===== config.mk =====
export PLATFORM = sky130hd
export DESIGN_NAME = phrase_step_sequencer_unit
export DESIGN_NICKNAME = d
export VERILOG_FILES = /design/src/design/pss_pkg.sv /design/src/design/pss_div.sv /design/src/design/phrase_step_sequencer_unit.sv
export SDC_FILE = /design/constraint.sdc
export NUM_CORES = 2
export LEC_CHECK = 0
export BUFFER_PORTS_ARGS = -buffer_cell sky130_fd_sc_hd__buf_2
export CAP_MARGIN = 5
export CORE_MARGIN = 2
export CORE_UTILIZATION = 58
export DETAILED_ROUTE_END_ITERATION = 16
export GPL_TIMING_DRIVEN = 0
export PLACE_DENSITY = 0.85
export SLEW_MARGIN = 20
export SYNTH_ARGS = -nofsm -noshare
export SYNTH_HDL_FRONTEND = slang
export SYNTH_SLANG_ARGS = --single-unit

===== constraint.sdc =====
create_clock -name clk -period 36.6 [get_ports clk]
set_input_delay 0 -clock clk [delete_from_list [all_inputs] [get_ports clk]]
set_output_delay 0 -clock clk [all_outputs]
set_load 0.02 [all_outputs]

===== src/design/pss_pkg.sv =====
// Package for the phrase step sequencer: widths, codes, reset tables.
// No dependencies.
package pss_pkg;

	localparam int DEF_MAX_STEPS  = 32;
	localparam int DEF_COUNT_WRAP = 10000000;
	localparam int TICK_W = 24;

	typedef enum logic [1:0] {
		ACT_TICK  = 2'd0,
		ACT_STEP  = 2'd1,
		ACT_STAGE = 2'd2,
		ACT_NONE  = 2'd3
	} action_t;

	typedef enum logic [2:0] {
		ST_IDLE,
		ST_EDGE,
		ST_SWAP,
		ST_PITCH,
		ST_DIV,
		ST_OUT
	} state_t;

	localparam logic [0:0] CFG_REST  = 1'b0;
	localparam logic [0:0] CFG_GLIDE = 1'b1;

	function automatic logic [6:0] init_note(input int i);
		case (i)
			0: init_note = 7'd60;
			1: init_note = 7'd62;
			2: init_note = 7'd67;
			3: init_note = 7'd65;
			4: init_note = 7'd62;
			5: init_note = 7'd60;
			default: init_note = 7'd0;
		endcase
	endfunction

endpackage


===== src/design/pss_div.sv =====
// Restoring divider, one quotient bit per cycle: q = num / den.
// Depends on nothing.
module pss_div #(
	parameter int NW = 48,
	parameter int DW = 40
) (
	input  logic          clk,
	input  logic          arst_n,
	input  logic          start,
	input  logic [NW-1:0] num,
	input  logic [DW-1:0] den,
	output logic          done,
	output logic [NW-1:0] quo
);
	localparam int CW = $clog2(NW + 1);
	logic [NW-1:0] n_q;
	logic [DW:0]   r_q;
	logic [DW-1:0] d_q;
	logic [CW-1:0] cnt_q;
	logic          busy_q;
	logic [DW:0]   sh;
	logic          ge;

	assign sh = {r_q[DW-1:0], n_q[NW-1]};
	assign ge = sh >= {1'b0, d_q};

	always_ff @(posedge clk or negedge arst_n) begin
		if (!arst_n) begin
			busy_q <= 1'b0;
			cnt_q  <= '0;
			done   <= 1'b0;
		end else begin
			done <= 1'b0;
			if (start) begin
				busy_q <= 1'b1;
				cnt_q  <= CW'(NW);
			end else if (busy_q) begin
				cnt_q <= cnt_q - 1'b1;
				if (cnt_q == CW'(1)) begin
					busy_q <= 1'b0;
					done   <= 1'b1;
				end
			end
		end
	end

	always_ff @(posedge clk) begin
		if (start) begin
			n_q <= num;
			d_q <= den;
			r_q <= '0;
		end else if (busy_q) begin
			r_q <= ge ? sh - {1'b0, d_q} : sh;
			n_q <= {n_q[NW-2:0], ge};
		end
	end

	assign quo = n_q;
endmodule


===== src/design/phrase_step_sequencer_unit.sv =====
// Top level of the phrase step sequencer: banks, step sequencer, glide.
// Depends on pss_pkg and pss_div.
//
// channel | dir | handshake         | payload
// in      | in  | in_valid/in_ready | action, clock_level, step_*, staged_*
// out     | out | out_valid/out_ready | pitch_q8, gate, accent, phrase_*
// cfg     | in  | cfg_valid/cfg_ready | cfg_index, cfg_data
//
// A load word passes the edge state back to idle. A tick passes the edge state,
// the swap state on a clock edge, the pitch state, the divider state for a glide
// and the output state; a phrase end with a staged bank stays in swap to copy it.
// Reset restores the power-up phrase in flops at once; no clearing pass.
// in_ready is low while a word is worked on; results sit in an output
// register, so a waiting result only holds the block in its output state.
module phrase_step_sequencer_unit #(
	parameter int MAX_STEPS  = pss_pkg::DEF_MAX_STEPS,
	parameter int COUNT_WRAP = pss_pkg::DEF_COUNT_WRAP
) (
	input  logic        clk,
	input  logic        arst_n,
	input  logic        in_valid,
	output logic        in_ready,
	input  logic [1:0]  action,
	input  logic        clock_level,
	input  logic [4:0]  step_slot,
	input  logic [6:0]  step_note,
	input  logic [1:0]  step_duration,
	input  logic        step_accent,
	input  logic        step_glide,
	input  logic [5:0]  staged_length,
	input  logic [7:0]  staged_gap,
	output logic        out_valid,
	input  logic        out_ready,
	output logic [14:0] pitch_q8,
	output logic        gate,
	output logic        accent,
	output logic        phrase_start,
	output logic        phrase_new,
	input  logic        cfg_valid,
	output logic        cfg_ready,
	input  logic        cfg_index,
	input  logic [15:0] cfg_data
);
	localparam int IW = $clog2(MAX_STEPS);
	localparam int LW = $clog2(MAX_STEPS + 1);
	localparam int TW = pss_pkg::TICK_W;

	// play bank in flops (reset value); staged bank as a memory
	logic [6:0] pn_q [MAX_STEPS];
	logic [1:0] pd_q [MAX_STEPS];
	logic       pa_q [MAX_STEPS];
	logic       pg_q [MAX_STEPS];
	logic [10:0] stg_mem [MAX_STEPS];
	logic [10:0] stg_rd_q;

	logic [3:0]  rest_clocks_q;
	logic [15:0] glide_max_q;
	logic [LW-1:0] play_len_q, stg_len_q;
	logic [7:0]  play_gap_q, stg_gap_q;
	logic        stg_valid_q;
	logic [LW-1:0] step_idx_q;
	logic [1:0]  cis_q;
	logic [3:0]  rest_q;
	logic [TW-1:0] tse_q, period_q;
	logic        clk_prev_q;
	logic [14:0] held_q;
	logic        start_q, new_q;

	pss_pkg::state_t st_q, st_d;
	logic [IW-1:0] cpy_q;
	logic        clk_lv_q;
	logic [1:0]  act_q;
	logic [4:0]  wslot_q;
	logic [10:0] wdata_q;
	logic [5:0]  slen_q;
	logic [7:0]  sgap_q;
	logic        gate_q, acc_q;
	logic [14:0] pitch_o_q;
	logic        start_o_q, new_o_q;
	logic        ovalid_q;
	logic        out_load;
	logic        neg_q;
	logic [14:0] prev_q;

	// current and previous step
	logic [IW-1:0] idx, pidx;
	logic [1:0]  lastc;
	logic [31:0] thr;
	logic [39:0] g_cap, g_sel;
	logic [31:0] t256;
	logic [14:0] tgt, prv, note_span;
	logic        div_start, div_done;
	logic [47:0] div_num, div_quo;
	logic [39:0] div_den;

	assign idx = (step_idx_q < LW'(MAX_STEPS)) ? step_idx_q[IW-1:0] : '0;
	always_comb begin
		if (idx == '0)
			pidx = (play_len_q > 0) ? IW'(play_len_q - 1'b1) : '0;
		else
			pidx = idx - 1'b1;
	end
	assign lastc = (pd_q[idx] == 2'd0) ? 2'd0 : pd_q[idx] - 2'd1;
	assign thr   = {8'd0, period_q} * {24'd0, play_gap_q};
	assign g_cap = {16'd0, glide_max_q, 8'd0};
	assign g_sel = ({8'd0, thr} > g_cap) ? g_cap : {8'd0, thr};
	assign t256  = {tse_q, 8'd0};
	assign tgt   = {pn_q[idx], 8'd0};
	assign prv   = {pn_q[pidx], 8'd0};
	assign note_span = (tgt >= prv) ? tgt - prv : prv - tgt;
	assign div_num = 48'(note_span) * 48'(t256);
	assign div_den = g_sel;
	assign div_start = (st_q == pss_pkg::ST_PITCH) && pg_q[idx] && cis_q == 2'd0
		&& g_sel != 0 && {8'd0, t256} < g_sel;

	pss_div #(.NW(48), .DW(40)) u_div (
		.clk(clk), .arst_n(arst_n), .start(div_start), .num(div_num), .den(div_den),
		.done(div_done), .quo(div_quo)
	);

	// output register free, or its word leaves this cycle
	assign out_load  = !ovalid_q || out_ready;
	assign in_ready  = (st_q == pss_pkg::ST_IDLE);
	assign cfg_ready = 1'b1;
	assign out_valid = ovalid_q;
	assign pitch_q8 = pitch_o_q;
	assign gate = gate_q;
	assign accent = acc_q;
	assign phrase_start = start_o_q;
	assign phrase_new = new_o_q;

	always_ff @(posedge clk or negedge arst_n) begin
		if (!arst_n) st_q <= pss_pkg::ST_IDLE;
		else st_q <= st_d;
	end

	logic wrap;
	assign wrap = step_idx_q >= play_len_q;

	always_comb begin
		st_d = st_q;
		unique case (st_q)
			pss_pkg::ST_IDLE:  if (in_valid && in_ready) st_d = pss_pkg::ST_EDGE;
			pss_pkg::ST_EDGE: begin
				if (act_q != pss_pkg::ACT_TICK) st_d = pss_pkg::ST_IDLE;
				else if (clk_lv_q && !clk_prev_q) st_d = pss_pkg::ST_SWAP;
				else st_d = pss_pkg::ST_PITCH;
			end
			pss_pkg::ST_SWAP: begin
				if (!(wrap && stg_valid_q) || cpy_q == IW'(MAX_STEPS - 1))
					st_d = pss_pkg::ST_PITCH;
			end
			pss_pkg::ST_PITCH: st_d = div_start ? pss_pkg::ST_DIV : pss_pkg::ST_OUT;
			pss_pkg::ST_DIV:   if (div_done) st_d = pss_pkg::ST_OUT;
			pss_pkg::ST_OUT:   if (out_load) st_d = pss_pkg::ST_IDLE;
			default: st_d = pss_pkg::ST_IDLE;
		endcase
	end

	// staged memory: write after capture, read during the copy sweep
	always_ff @(posedge clk) begin
		if (st_q == pss_pkg::ST_EDGE && act_q == pss_pkg::ACT_STEP
			&& 7'(wslot_q) < 7'(MAX_STEPS))
			stg_mem[IW'(wslot_q)] <= wdata_q;
		stg_rd_q <= stg_mem[(st_q == pss_pkg::ST_SWAP) ? cpy_q + 1'b1 : '0];
	end

	always_ff @(posedge clk) begin
		if (in_valid && in_ready) begin
			act_q    <= action;
			clk_lv_q <= clock_level;
			wslot_q  <= step_slot;
			wdata_q  <= {step_note, step_duration, step_accent, step_glide};
			slen_q   <= staged_length;
			sgap_q   <= staged_gap;
		end
		if (st_q == pss_pkg::ST_PITCH) neg_q <= tgt < prv;
		if (st_q == pss_pkg::ST_PITCH) prev_q <= prv;
	end

	always_ff @(posedge clk or negedge arst_n) begin
		if (!arst_n) begin
			for (int i = 0; i < MAX_STEPS; i++) begin
				pn_q[i] <= pss_pkg::init_note(i);
				pd_q[i] <= (i < 6) ? 2'd2 : 2'd0;
				pa_q[i] <= 1'b0;
				pg_q[i] <= 1'b0;
			end
			rest_clocks_q <= 4'd2;
			glide_max_q <= 16'd2880;
			play_len_q <= (MAX_STEPS < 6) ? LW'(MAX_STEPS) : LW'(6);
			play_gap_q <= 8'd223;
			stg_len_q <= LW'(6);
			stg_gap_q <= 8'd223;
			stg_valid_q <= 1'b0;
			step_idx_q <= '0;
			cis_q <= '0;
			rest_q <= '0;
			tse_q <= '0;
			period_q <= '0;
			clk_prev_q <= 1'b0;
			held_q <= '0;
			start_q <= 1'b0;
			new_q <= 1'b0;
			cpy_q <= '0;
			gate_q <= 1'b0;
			acc_q <= 1'b0;
			pitch_o_q <= '0;
			start_o_q <= 1'b0;
			new_o_q <= 1'b0;
			ovalid_q <= 1'b0;
		end else begin
			if (st_q == pss_pkg::ST_OUT && out_load) ovalid_q <= 1'b1;
			else if (out_ready) ovalid_q <= 1'b0;
			if (cfg_valid) begin
				if (cfg_index == pss_pkg::CFG_REST) rest_clocks_q <= cfg_data[3:0];
				else glide_max_q <= cfg_data;
			end
			unique case (st_q)
				pss_pkg::ST_EDGE: begin
					cpy_q <= '0;
					if (act_q == pss_pkg::ACT_STAGE) begin
						if (slen_q < 6'd4) stg_len_q <= LW'(4);
						else if (7'(slen_q) > 7'(MAX_STEPS))
							stg_len_q <= LW'(MAX_STEPS);
						else stg_len_q <= LW'(slen_q);
						stg_gap_q <= sgap_q;
						stg_valid_q <= 1'b1;
					end else if (act_q == pss_pkg::ACT_TICK) begin
						clk_prev_q <= clk_lv_q;
						if (clk_lv_q && !clk_prev_q) begin
							if (rest_q == 0) begin
								if (cis_q >= lastc) begin
									cis_q <= '0;
									step_idx_q <= step_idx_q + 1'b1;
								end else cis_q <= cis_q + 1'b1;
							end else rest_q <= rest_q - 1'b1;
							period_q <= tse_q;
							tse_q <= '0;
						end else if (tse_q >= TW'(COUNT_WRAP)) tse_q <= '0;
						else tse_q <= tse_q + 1'b1;
					end
				end
				pss_pkg::ST_SWAP: begin
					// wrap handling; bank copy sweeps one step a cycle
					start_q <= wrap;
					new_q <= wrap && stg_valid_q;
					if (wrap && stg_valid_q) begin
						{pn_q[cpy_q], pd_q[cpy_q], pa_q[cpy_q], pg_q[cpy_q]} <= stg_rd_q;
						cpy_q <= cpy_q + 1'b1;
						if (cpy_q == IW'(MAX_STEPS - 1)) begin
							step_idx_q <= '0;
							play_len_q <= stg_len_q;
							play_gap_q <= stg_gap_q;
							if (rest_clocks_q != 0) rest_q <= rest_clocks_q;
						end
					end else if (wrap) begin
						step_idx_q <= '0;
						if (rest_clocks_q != 0) rest_q <= rest_clocks_q;
					end
				end
				pss_pkg::ST_PITCH: begin
					if (!pg_q[idx] || cis_q != 0) begin
						if (rest_q == 0) held_q <= tgt;
					end else if (!div_start) held_q <= tgt;
				end
				pss_pkg::ST_DIV: begin
					if (div_done)
						held_q <= neg_q ? prev_q - div_quo[14:0] : prev_q + div_quo[14:0];
				end
				pss_pkg::ST_OUT: begin
					// wait here until the output register is free
					if (out_load) begin
						pitch_o_q <= held_q;
						gate_q <= !(rest_q != 0 ||
							({8'd0, t256} > {8'd0, thr} && cis_q >= lastc));
						acc_q <= pa_q[idx];
						start_o_q <= start_q;
						new_o_q <= new_q;
					end
				end
				default: ;
			endcase
		end
	end

	// the divider only finishes inside the glide state
	a_div_in_state: assert property (@(posedge clk) disable iff (!arst_n)
		div_done |-> st_q == pss_pkg::ST_DIV)
		else $error("divider finished outside glide state");
	// a waiting result holds its payload
	a_out_hold: assert property (@(posedge clk) disable iff (!arst_n)
		out_valid && !out_ready |=> out_valid && $stable(pitch_q8) && $stable(gate))
		else $error("result changed while waiting");
	// a result only follows the output state
	a_out_from_state: assert property (@(posedge clk) disable iff (!arst_n)
		$rose(out_valid) |-> $past(st_q) == pss_pkg::ST_OUT)
		else $error("result raised outside output state");
endmodule


; Yosys cells after proc, flatten, opt, wreduce, memory -nomap -nowiden
; Memories as Yosys holds them, arrays and structs flattened. A register that Yosys moved wholly into a read port is not among the register bits.
; Index checks and enable logic that the tools add are counted.
[word_totals]
mem_count = 1
inputBits = 55
ramBits = 352
mem_bits_ro = 0
latchBits = 0
ff_bits = 684
output_inout_bits = 22
word_cells = 365
[mem_list]
columns = memory, words, width, read_ports, rd_ports_with_merged_regs, wr, line
row1 = stg_mem, 32, 11, 1, 1, 1, phrase_step_sequencer_unit.sv:53  ; logic [10:0] stg_mem [MAX_STEPS];
[classes]
n_reduce_logical = 49
order_cmp = 17
n_bitwise = 5
eq_ne = 24
n_div = 0
n_addsub = 14
shift = 0
muxes = 86
n_mul = 2
[ops]
columns = operator, count
row1 = $bwmux W224, 1
row2 = $mux W47, 2
row3 = $mux W15, 6
row4 = $mux W6, 12
row5 = $bmux W7 S5, 2
row6 = $bwmux W32, 2
row7 = $bwmux W64, 1
row8 = $mux W24, 2
row9 = $sub A15 B15 Y15, 3
row10 = $ge A41 B40 Y1, 1
row11 = $mux W40, 1
row12 = $reduce_bool A40 Y1, 1
row13 = $sub A40 B40 Y40, 1
row14 = $mul A15 B24 Y39, 1
row15 = $demux W7 S5, 1
row16 = $mux W7, 5
row17 = $gt A32 B24 Y1, 1
row18 = $gt A32 B32 Y1, 1
row19 = $lt A32 B32 Y1, 1
row20 = $mul A24 B8 Y32, 1
row21 = $mux W32, 1
row22 = $mux W4, 8
row23 = $pmux W15 S2, 1
row24 = $mux W5, 5
row25 = other kinds (59), 136

; Logic depth before layout (Yosys ltp)
[logic_depth]
ltp_word = 15
ltp_mapped = 55
ltp_nobuf = 46

; Hierarchy
; A second synthesis with hierarchy kept.
[unflattened]
hier_cells = 5943
hier_area_um2 = 64456.8
[modules_own_cells]
columns = mod, n_inst, area_each_um2, cells_per_inst
row1 = phrase_step_sequencer_unit, 1, 56596.8, 5201
row2 = pss_div, 1, 7860.0, 742

; Worst setup path before layout
; No wires, ideal clock.
[synth_timing]
path_kind = register to register
from = register step_idx_q[0]
to = register u_div.n_q[45], in the netlist u_div.quo[45], data pin
arrival_ns = 12.278
stages_incl_launch_ff = 54
setup_slack_ns = 24.052
cell_sequence = dfrtp_1 -> buf_2 -> nor2b_1 -> clkbuf_1 -> inv_1 -> clkbuf_1 -> clkbuf_1 -> buf_1 -> ha_1 -> nor3b_1 -> o41ai_1 -> o22ai_1 -> clkbuf_1 -> clkbuf_1 -> clkbuf_1 -> nand2_1 -> a311oi_1 -> a21oi_1 -> [... 18 more ...] -> fa_1 -> fa_1 -> inv_1 -> fa_1 -> ha_1 -> ha_1 -> fa_1 -> a211oi_1 -> nor2_1 -> o31ai_1 -> nand2_1 -> a221oi_1 -> o31a_1 -> a21oi_1 -> a41o_1 -> o22ai_1 -> xor2_1 -> a21oi_1
[synth_between]
elab_chain_len = 12
elab_cells_between_ends = 26
cone_classes = add/sub: 3 / mul: 1 / order compare: 2 / mux: 13 / bitwise: 2 / reduce/logical: 5
[synth_lines]
columns = item, line
row1 = from (decl), phrase_step_sequencer_unit.sv:61  ; logic [LW-1:0] step_idx_q;
row2 = from (signal assigned), phrase_step_sequencer_unit.sv:235  ; step_idx_q <= step_idx_q + 1'b1;
row3 = $lt A6 B6 Y1, phrase_step_sequencer_unit.sv:96  ; assign idx = (step_idx_q < LW'(MAX_STEPS)) ? step_idx_q[IW-1:0] : '0;
row4 = $mux W5 (*), phrase_step_sequencer_unit.sv:96
row5 = $sub A5 B1 Y5 or $logic_not A5 Y1 (tied branches), "phrase_step_sequencer_unit.sv:101, phrase_step_sequencer_unit.sv:98"
row6 = $mux W5 (*), phrase_step_sequencer_unit.sv:98  ; if (idx == '0)
row7 = $not A5 Y6 (not written as such) (*), phrase_step_sequencer_unit.sv:109  ; assign prv = {pn_q[pidx], 8'd0};
row8 = $bmux W7 S5 (*), phrase_step_sequencer_unit.sv:109
row9 = $mux W7 (not written as such) (*) (2 in a row), phrase_step_sequencer_unit.sv:109
row10 = named net prv[9], phrase_step_sequencer_unit.sv:91  ; logic [14:0] tgt, prv, note_span;
row11 = $sub A15 B15 Y15 or $ge A15 B15 Y1 (tied branches), phrase_step_sequencer_unit.sv:110  ; assign note_span = (tgt >= prv) ? tgt - prv : prv - tgt;
row12 = $mux W15 (*), phrase_step_sequencer_unit.sv:110
row13 = $mul A15 B24 Y39 (*), phrase_step_sequencer_unit.sv:111  ; assign div_num = 48'(note_span) * 48'(t256);
row14 = $mux W47 (*), pss_div.sv:48  ; if (start) begin
row15 = to (signal assigned), pss_div.sv:49  ; n_q <= num;
row16 = to (signal assigned), pss_div.sv:54  ; n_q <= {n_q[NW-2:0], ge};
row17 = to (decl), pss_div.sv:16  ; logic [NW-1:0] n_q;
; Mark *: on every way through the listed nets, which the timed path passes. The rest lies on a longest branch. The select of a mux whose other input is x is not followed.
; A chain may end at the register's enable or synchronous reset.

; Final worst setup path
[layout_timing]
from = register step_idx_q[0]
to = register u_div.n_q[44], in the netlist u_div.quo[44], data pin
; Same word-level chain as after synthesis.

==> reports/metrics.cfg <==
[outcome]
status=finished clean

[setup_path]
cp-end-kind=flip-flop
r2r_slack_ns=18.28
criticalPathCategory=flip-flop to flip-flop
rr_worst_depth=52
timing.critical_path.from_type=flip-flop
crit_fanout=11
slowest_delay_ns=0.84
cp.arrival_ns=18.78
crit_required_ns=37.06
cp_common_cell=clkbuf_1
timing.rr.start=step_idx_q[0]
rr_endpoint=u_div.quo[44]
critPathSlowestCell=o31ai_1

[timing]
worst_pin_slew_ns=1.27
skew_ns=0.108
setup_viol=0
finalCriticalPeriod_ns=18.32
tns_ns=0
layout_worst_path_cycle_share_pct=50.1
fmax_mhz=54.6
slew_headroom_pct=14.6
finalMaxSlewViolations=0
hold_violations=0
hold_ws_ns=0.0491
rsz0062_at_grt=no

[cts]
cts_setup_buffers=0
cts_buffer_depth=3
clock_latency_ns=0.78
cts_buffers=106
cts_tree=done
clk_pin_slew_ns=0.06
cts.sinks=1039
ctsResizeCount=0
h-tree-depth=3
clock-root-buffer=clkbuf_16

[die]
die_x_um=334
core_area_um2=108000
rows=120
io_pins=77
start_util_pct=58.6
die-height_um=334
dieArea_um2=111000

[placement]
place.gp.congestion=1.04
portBuffers=75
place_hpwl_um=142000

[yosys]
ys_async_sr_fraction_pct=49.6
ys_types=80
synth_edf_count=464
syn_inst=5873
seq_area_frac_synth_pct=44.5
synthFlopType=edfxtp_1
syn_area_um2=63000
ys_ff_latch=1039
syn_avg_cell_area_um2=10.7
synth-warning-count=0

[global_routing]
grt_overflow_total=0
top_usage_layer=met2
grt_pass1_wl_um=300000
met3_usage_pct=9.16
grt_util_met1_pct=46.6
grt_usage_pct=35.4
grt_pass1_vias=49900
grt_max_degree=104
antenna_found_initial=9
grtUsageMet2_pct=54.6

[layout]
drive_above_1_share_pct=13.2
mostFrequentLayoutCell=nand2_1
fillerInstances=7933
fin_util_pct=65.3
syn2layout_area_growth_pct=11.3
mostFrequentLayoutCells=nand2_1 (674), mux2_2 (464), edfxtp_1 (464), dfrtp_1 (463), inv_1 (372)
nets=6796

[drt]
wl_per_cell_um=25.9
drt_wl_total_um=199000
first_iter_violations=6507
ant_nets=0
viasPerCell=6.53
vias=50100
first_pass_iters=6
drc=0

[power_and_ir_drop]
irDropWorstVdd_v=0.000203
pwr-share-seq_pct=28.0
powerDensity_nw_per_um2=75.7
pwr-share-clk_pct=21.1
p_sw_share_pct=47.7
power.total_mw=5.31
p_comb_share_pct=50.8
switchingPower_mw=2.54
leakage_nw=30.7
p_int_mw=2.78

[flow_run]
drv_cap=0

[worst_hold_path]
holdCritPathClass=input port to flip-flop
holdPathEnd=act_q[1]
min_from=action[1]
holdPathStages=2

==> registers in the layout, summed over array words and instances (netlist names), 7 cells and up <==
signal and flops:
tse_q 24, pa_q 32, stg_mem 352, held_q 15
play_gap_q 8, wdata_q 11, period_q 24, pd_q 64
prev_q 7, pg_q 32, glide_max_q 16, u_div.quo 48
pitch_q8 15, u_div.d_q 32, stg_gap_q 8, pn_q 224
sgap_q 8, u_div.r_q 40, stg_rd_q 11
==> kinds of logic after synthesis <==
kind of cell / synth area share, %
buffers and inverters: 4.54
AO/OA/AOI/OAI: 12.2
multiplexers: 10.4
XOR/XNOR: 1.40
AND/OR/NAND/NOR: 12.8
flip-flops: 44.5
adder cells (fa/ha/maj): 14.1
other: 0.0119
==> power groups by stage <==
stage / sequential (mW) / clock [mW] / combinational (mW)
after floorplan: 1.47 / 0 / 1.60
after global placement: 1.51 / 0 / 2.47
after detailed placement: 1.51 / 0 / 2.56
after CTS: 1.49 / 1.12 / 2.59
after global routing: 1.50 / 1.17 / 2.85
final: 1.49 / 1.12 / 2.70
==> cell usage after synthesis (all sizes together), types with 52 or more instances <==
library cell / n / share of area (%)
a21oi: 196 / 1.6
inv: 373 / 2.2
dfstp: 52 / 2.2
clkbuf: 338 / 2.0
fa: 246 / 7.8
dfxtp: 60 / 1.9
and2: 249 / 2.5
nor2: 299 / 1.8
nand2: 674 / 4.0
ha: 318 / 6.3
a21o: 88 / 1.0
o21ai: 178 / 1.4
and3: 64 / 0.64
nor3: 66 / 0.52
nand3: 58 / 0.46
mux2: 468 / 8.4
xnor2: 68 / 0.94
a311oi: 67 / 0.93
a31oi: 105 / 1.0
nor2b: 129 / 1.3
mux2i: 104 / 1.7
dfrtp: 463 / 18
a211oi: 227 / 2.7
edfxtp: 464 / 22
==> final cells by class <==
| cell class | count | area (um^2) | share of cell area [%] |
|---|---|---|---|
| Inverter | 373 | 1400 | 2.00 |
| Tap cell | 1403 | 1760 | 2.50 |
| Buffer | 386 | 1460 | 2.09 |
| Multi-Input combinational cell | 4090 | 32200 | 45.9 |
| Sequential cell | 1039 | 28100 | 40.0 |
| Timing Repair Buffer | 181 | 1670 | 2.38 |
| Antenna cell | 1 | 2.50 | 0.00357 |
| Clock buffer | 149 | 2950 | 4.20 |
| Clock inverter | 50 | 644 | 0.918 |
==> per-stage QoR <==
stage | instance area (um^2) | setup slack [ns] | cells
2_1_floorplan | 63100 | 24.05 | 5888
3_3_place_gp | 65200 | 19.40 | 7366
3_5_place_dp | 65600 | 19.11 | 7378
4_1_cts | 70000 | 19.01 | 7665
5_1_grt | 70200 | 17.82 | 7671
6_report | 70200 | 18.28 | 7672
==> layer usage <==
metal | routed length [um] | vias to the layer above | part of all wire [%]
li1 | - | 21400 | -
met1 | 75100 | 24600 | 38
met2 | 88700 | 3319 | 45
met3 | 23600 | 685 | 12
met4 | 11100 | 10 | 5.6
met5 | 75 | - | 0.038
==> worst max-delay path: cells and delay by family, from the launching register on <==
kind,cells,cell delay [ns]
xor gates and xnor gates,2,0.88
AOI/OAI and AO/OA,18,5.37
DFF,1,0.38
buffers and inverters,12,5.37
adders and majority gates,9,3.66
muxes,3,0.74
and+or+nand+nor,8,1.58
==> worst max path at each step <==
| stage | end | startpoint | slack, ns | cells after the start |
|---|---|---|---|---|
| after floorplan | u_div.quo[45] | step_idx_q[0] | 24.05 | 53 |
| after global placement | u_div.quo[44] | step_idx_q[0] | 19.40 | 52 |
| after detailed placement | u_div.quo[44] | step_idx_q[0] | 19.11 | 52 |
| after CTS | u_div.quo[45] | step_idx_q[0] | 19.01 | 53 |
| after global routing | u_div.quo[44] | step_idx_q[0] | 17.82 | 52 |
| final | u_div.quo[44] | step_idx_q[0] | 18.28 | 52 |
==> timing repair <==
| item | CTS | global route |
|---|---|---|
| hold buffers | 88 | 0 |
| endpoints found under the hold margin | 184 | 0 |
| endpoints found under the setup margin | 0 | 0 |
Note: power is estimated with default switching activity, not from simulation.
